[src/cnm_nco.sv]
`default_nettype none
module cnm_nco #(
  parameter int TABLE_SIZE = 1024
) (
  input  wire logic                          clk,
  input  wire logic                          rst_n,
  input  wire logic                          accept,
  input  wire logic                          buffer_start,
  input  wire logic [31:0]                   phase_step,
  output logic      [$clog2(TABLE_SIZE)-1:0] sin_idx,
  output logic      [$clog2(TABLE_SIZE)-1:0] cos_idx
);

  localparam int AW = $clog2(TABLE_SIZE);
  localparam int PW = 33 + AW;

  logic [31:0]   acc_r;
  logic [31:0]   acc_nxt;
  logic [31:0]   phase;
  logic [31:0]   phase_r;
  logic [31:0]   phase_cos;
  logic [PW-1:0] sin_prod;
  logic [PW-1:0] cos_prod;

  assign phase   = buffer_start ? 32'd0 : acc_r;
  assign acc_nxt = phase + phase_step;

  always_ff @(posedge clk) begin
    if (!rst_n) begin
      acc_r <= 32'd0;
    end else if (accept) begin
      acc_r <= acc_nxt;
    end
  end

  always_ff @(posedge clk) begin
    if (accept) begin
      phase_r <= phase;
    end
  end

  // cosine is the sine a quarter turn on
  assign phase_cos = phase_r + 32'h4000_0000;

  // index = floor(phase * TABLE_SIZE / 2^32)
  assign sin_prod = PW'(phase_r) * PW'(TABLE_SIZE);
  assign cos_prod = PW'(phase_cos) * PW'(TABLE_SIZE);
  assign sin_idx  = sin_prod[32 +: AW];
  assign cos_idx  = cos_prod[32 +: AW];

endmodule
`default_nettype wire

[config.mk]
export PLATFORM = sky130hd
export DESIGN_NAME = cnm_nco
export DESIGN_NICKNAME = d
export VERILOG_FILES = /design/src/cnm_nco.sv
export SDC_FILE = /design/constraint.sdc
export NUM_CORES = 1
export LEC_CHECK = 0
export BUFFER_PORTS_ARGS = -buffer_cell sky130_fd_sc_hd__buf_2
export CORE_MARGIN = 2
export CORE_UTILIZATION = 43
export DETAILED_ROUTE_END_ITERATION = 8
export PLACE_DENSITY = 0.68
export SLEW_MARGIN = 20
export SYNTH_ARGS = -nofsm -noshare
export SYNTH_HDL_FRONTEND = slang
export SYNTH_SLANG_ARGS = --single-unit
[constraint.sdc]
create_clock -name clk -period 8.7 [get_ports clk]
set_clock_uncertainty 0.05 [all_clocks]
set_input_delay 1.74 -clock clk [delete_from_list [all_inputs] [get_ports clk]]
set_output_delay 1.74 -clock clk [all_outputs]
set_load 0.01 [all_outputs]
==> results.yml <==
critical_path:
  timing.critical_path.slowest_stage_cell: "buf_2"
  worstSetupStartpointType: "primary input"
  critical_path.top_delay_family: "compound AO/OA/AOI/OAI gates"
  critical_path.n_buffers_inverters: 1
  crit_type: "in2reg"
  critPathRequiredTime_ns: 8.85
  worstSetupEndpointType: "flop"
  reg2reg_depth: 11
  reg_to_reg_critical_path_endpoint: "acc_r[26]$_SDFFE_PN0P_"
  worstSetupStartpoint: "buffer_start"
  reg2reg_setup_slack_ns: 5.72
  cp_data_arrival_time_ns: 4.76
  path_cells: "buf_2, nor2b_1, ha_1, fa_1, a21o_1, a221oi_4, o211ai_2, a211oi_4, nor3_2, o21ai_0, a2111oi_0, nand3b_1"
  max_stage_delay_ns: 0.52
  timing.rr.start: "acc_r[0]$_SDFFE_PN0P_"
  worst-path-max-fanout: 34
logic_synthesis:
  synth-warning-count: 0
  sequential_element_share_of_the_synthesized_area: 0.266
  synth_area_leader_cell: "dfxtp_1"
  synth_nets: 494
  synth.lib_cells_used.distinct: 59
  synth_enable_flop_cells: 10
  synth_top_area_frac: 0.181
  synthFlopType: "dfxtp_1"
  synth.cells.most_frequent: "37 x a21oi_1, 35 x nor2b_1, 33 x nor2_1"
  post_synth_inst_count: 426
  synth_most_common_cell: "a21oi_1"
  synth_async_sr_flop_share: 0
  syn-cell-area_um2: 3540
  yosys_register_bits: 42
  syn-mean-instance-area_um2: 8.31
  synth.area.top_cells: "dfxtp_1 18%, ha_1 11%, edfxtp_1 8.5%"
floorplanning:
  area_enclosed_by_the_die_boundary_um2: 8980
  num_rows: 33
  ioPinCount: 56
  die_height_um: 94.7
  initial_core_util: 0.438
  coreArea_um2: 8090
  die_width_um: 94.7
clock_tree:
  cts.clk_slew.worst_paths_ns: 0.09
  ctsResizeCount: 0
  cts-root-buf: "clkbuf_8"
  clock_tree.htree_level_count: 2
  cts_tree: "done"
  ctsHoldBuffers: 0
  max-clock-path-buffers: 2
  cts-buffers-inserted: 5
  clock-sinks: 42
  cts_setup_buffers: 0
  worstSkewPairLatency_ns: 0.31
routing:
  dr_total_vias: 3171
  drt_iter0_markers: 150
  drc: 0
  detailedRoute.firstPassIterationCount: 4
  route.detailed.wl_per_inst_um: 14.7
  route.antenna.remaining_nets: 0
  route.final.wire_length_mm: 8.30
  detail_route.vias_per_cell: 5.62
timing:
  timing.final.setup_violations: 0
  period_needed_ns: 4.62
  slew_violations: 0
  setup_repair_after_global_routing_missed_its_margin: "no"
  timing.setup.tns_ns: 0
  final_min_period_over_clock_period: 0.531
  timing.fmax_ghz: 0.217
  worst_pin_slew_ns: 0.904
  slew_headroom: 0.397
  hold_violations: 0
grt:
  number_of_global_route_vias_before_repair: 2970
  global_route.usage.total: 0.189
  grt_pass1_wl_mm: 13.6
  grt-ovfl-total: 0
  grt_max_degree: 43
  number_of_antenna_violations_at_the_first_check_in_global_routing: 0
job:
  drv_cap: 0
power:
  power_density_nw_per_um2: 134
  vdd_drop_max_mv: 0.0728
  leakage_nw: 1.83
  design_power_total_w: 0.000523
placement:
  post-dp-hpwl_mm: 6.17
  numPortBuffers: 55
  place_congestion: 0.872
finish:
  insertedDiodeCount: 0
  final_net_count: 526
  utilization: 0.481
  final-seq-area_um2: 941
  multi_input_area_um2: 2410
  area_growth_pct: 9.93
  count_of_filler_cells_inserted_in_the_layout: 840
  drive_gt1_frac: 0.166
min_path:
  timing.hold.worst.class: "reg2reg"
  timing.hold.worst.start: "acc_r[25]$_SDFFE_PN0P_"
  worst_hold_path.endpoint: "acc_r[25]$_SDFFE_PN0P_"
  min_delay_path_depth: 2
outcome:
  outcome: "finished clean"
## sequential cells by signal, indices dropped and copies added, names as in the netlist
signal / flops
phase_r: 10
acc_r: 32
## cells by family (layout without fill, tap and decap cells)
family / count (synthesis) / after routing / synth area share
simple gates: 143 / 143 / 0.213
flops: 42 / 42 / 0.266
mux: 18 / 18 / 0.0509
fa+ha+maj: 32 / 32 / 0.115
xor+xnor: 23 / 23 / 0.0569
buf+inv: 43 / 76 / 0.0548
compound gates: 125 / 125 / 0.243
## worst max-delay path by stage
stage / end / slack, ns / cells after the start
6_report: acc_r[26]$_SDFFE_PN0P_ / 4.08 / 12
5_1_grt: acc_r[26]$_SDFFE_PN0P_ / 3.85 / 12
4_1_cts: acc_r[22]$_SDFFE_PN0P_ / 4.07 / 12
3_5_place_dp: acc_r[22]$_SDFFE_PN0P_ / 3.73 / 12
3_3_place_gp: acc_r[22]$_SDFFE_PN0P_ / 3.82 / 12
2_1_floorplan: acc_r[22]$_SDFFE_PN0P_ / 4.29 / 12
## placed cells by master, fill, tap and decap left out, types with 2 or more instances in the layout
| master | instances |
|---|---|
| a2111oi_0 | 2 |
| a211oi_1 | 3 |
| a21o_1 | 26 |
| a21oi_1 | 37 |
| a31o_2 | 2 |
| a31oi_1 | 10 |
| and3_1 | 5 |
| buf_2 | 55 |
| clkbuf_8 | 5 |
| dfxtp_1 | 32 |
| edfxtp_1 | 10 |
| ha_1 | 31 |
| inv_1 | 12 |
| mux2i_1 | 18 |
| nand2_1 | 21 |
| nand3_1 | 17 |
| nand3b_1 | 3 |
| nand4_1 | 9 |
| nor2_1 | 33 |
| nor2b_1 | 35 |
| nor3_1 | 5 |
| o211ai_1 | 3 |
| o21a_1 | 2 |
| o21ai_0 | 17 |
| o21bai_1 | 6 |
| or3_1 | 4 |
| xnor2_1 | 13 |
| xor2_1 | 10 |
## final cells by class
| class | instances | share of cell area |
|---|---|---|
| repair buffers | 56 | 0.0726 |
| multi-input cells | 341 | 0.618 |
| clock inverters | 2 | 0.00354 |
| well taps | 105 | 0.0338 |
| flip-flops and latches | 42 | 0.242 |
| clock buffers | 6 | 0.0186 |
| inverters | 12 | 0.0116 |
## power by group
group	internal, W	switching (W)	total [W]
combinational	0.0000712	0.0000958	0.000167
clock	0.0000568	0.0000742	0.000131
sequential	0.000217	0.00000749	0.000225
## metal layers
| metal | wire length [um] | track usage | part of all wire |
|---|---|---|---|
| met1 | 3870 | 0.237 | 0.47 |
| met2 | 3970 | 0.337 | 0.48 |
| met3 | 388 | 0.0295 | 0.047 |
| met4 | 66 | 0.0495 | 0.0079 |
| met5 | 0 | 0 | 0 |
## stage by stage
| step | worst slack (ns) | area [um^2] | cells | hold WS, ns |
|---|---|---|---|---|
| global placement | 3.82 | 3810 | 556 | 0.387 |
| finish | 4.08 | 3890 | 564 | 0.402 |
| floorplan | 4.29 | 3540 | 426 | 0.367 |
| global route | 3.85 | 3890 | 564 | 0.427 |
| detailed placement | 3.73 | 3810 | 556 | 0.387 |
| CTS | 4.07 | 3890 | 564 | 0.409 |
## worst reg2reg max path, stage by stage, from the launching register on
cell	delay, ns
dfxtp_1	0.31
nor2b_1	0.12
ha_1	0.24
fa_1	0.40
a21o_1	0.23
a221oi_4	0.35
o211ai_2	0.16
a211oi_4	0.30
nor3_2	0.10
o21ai_0	0.28
a2111oi_0	0.15
nand3b_1	0.20
No activity file was read; power rests on OpenSTA's default activity.
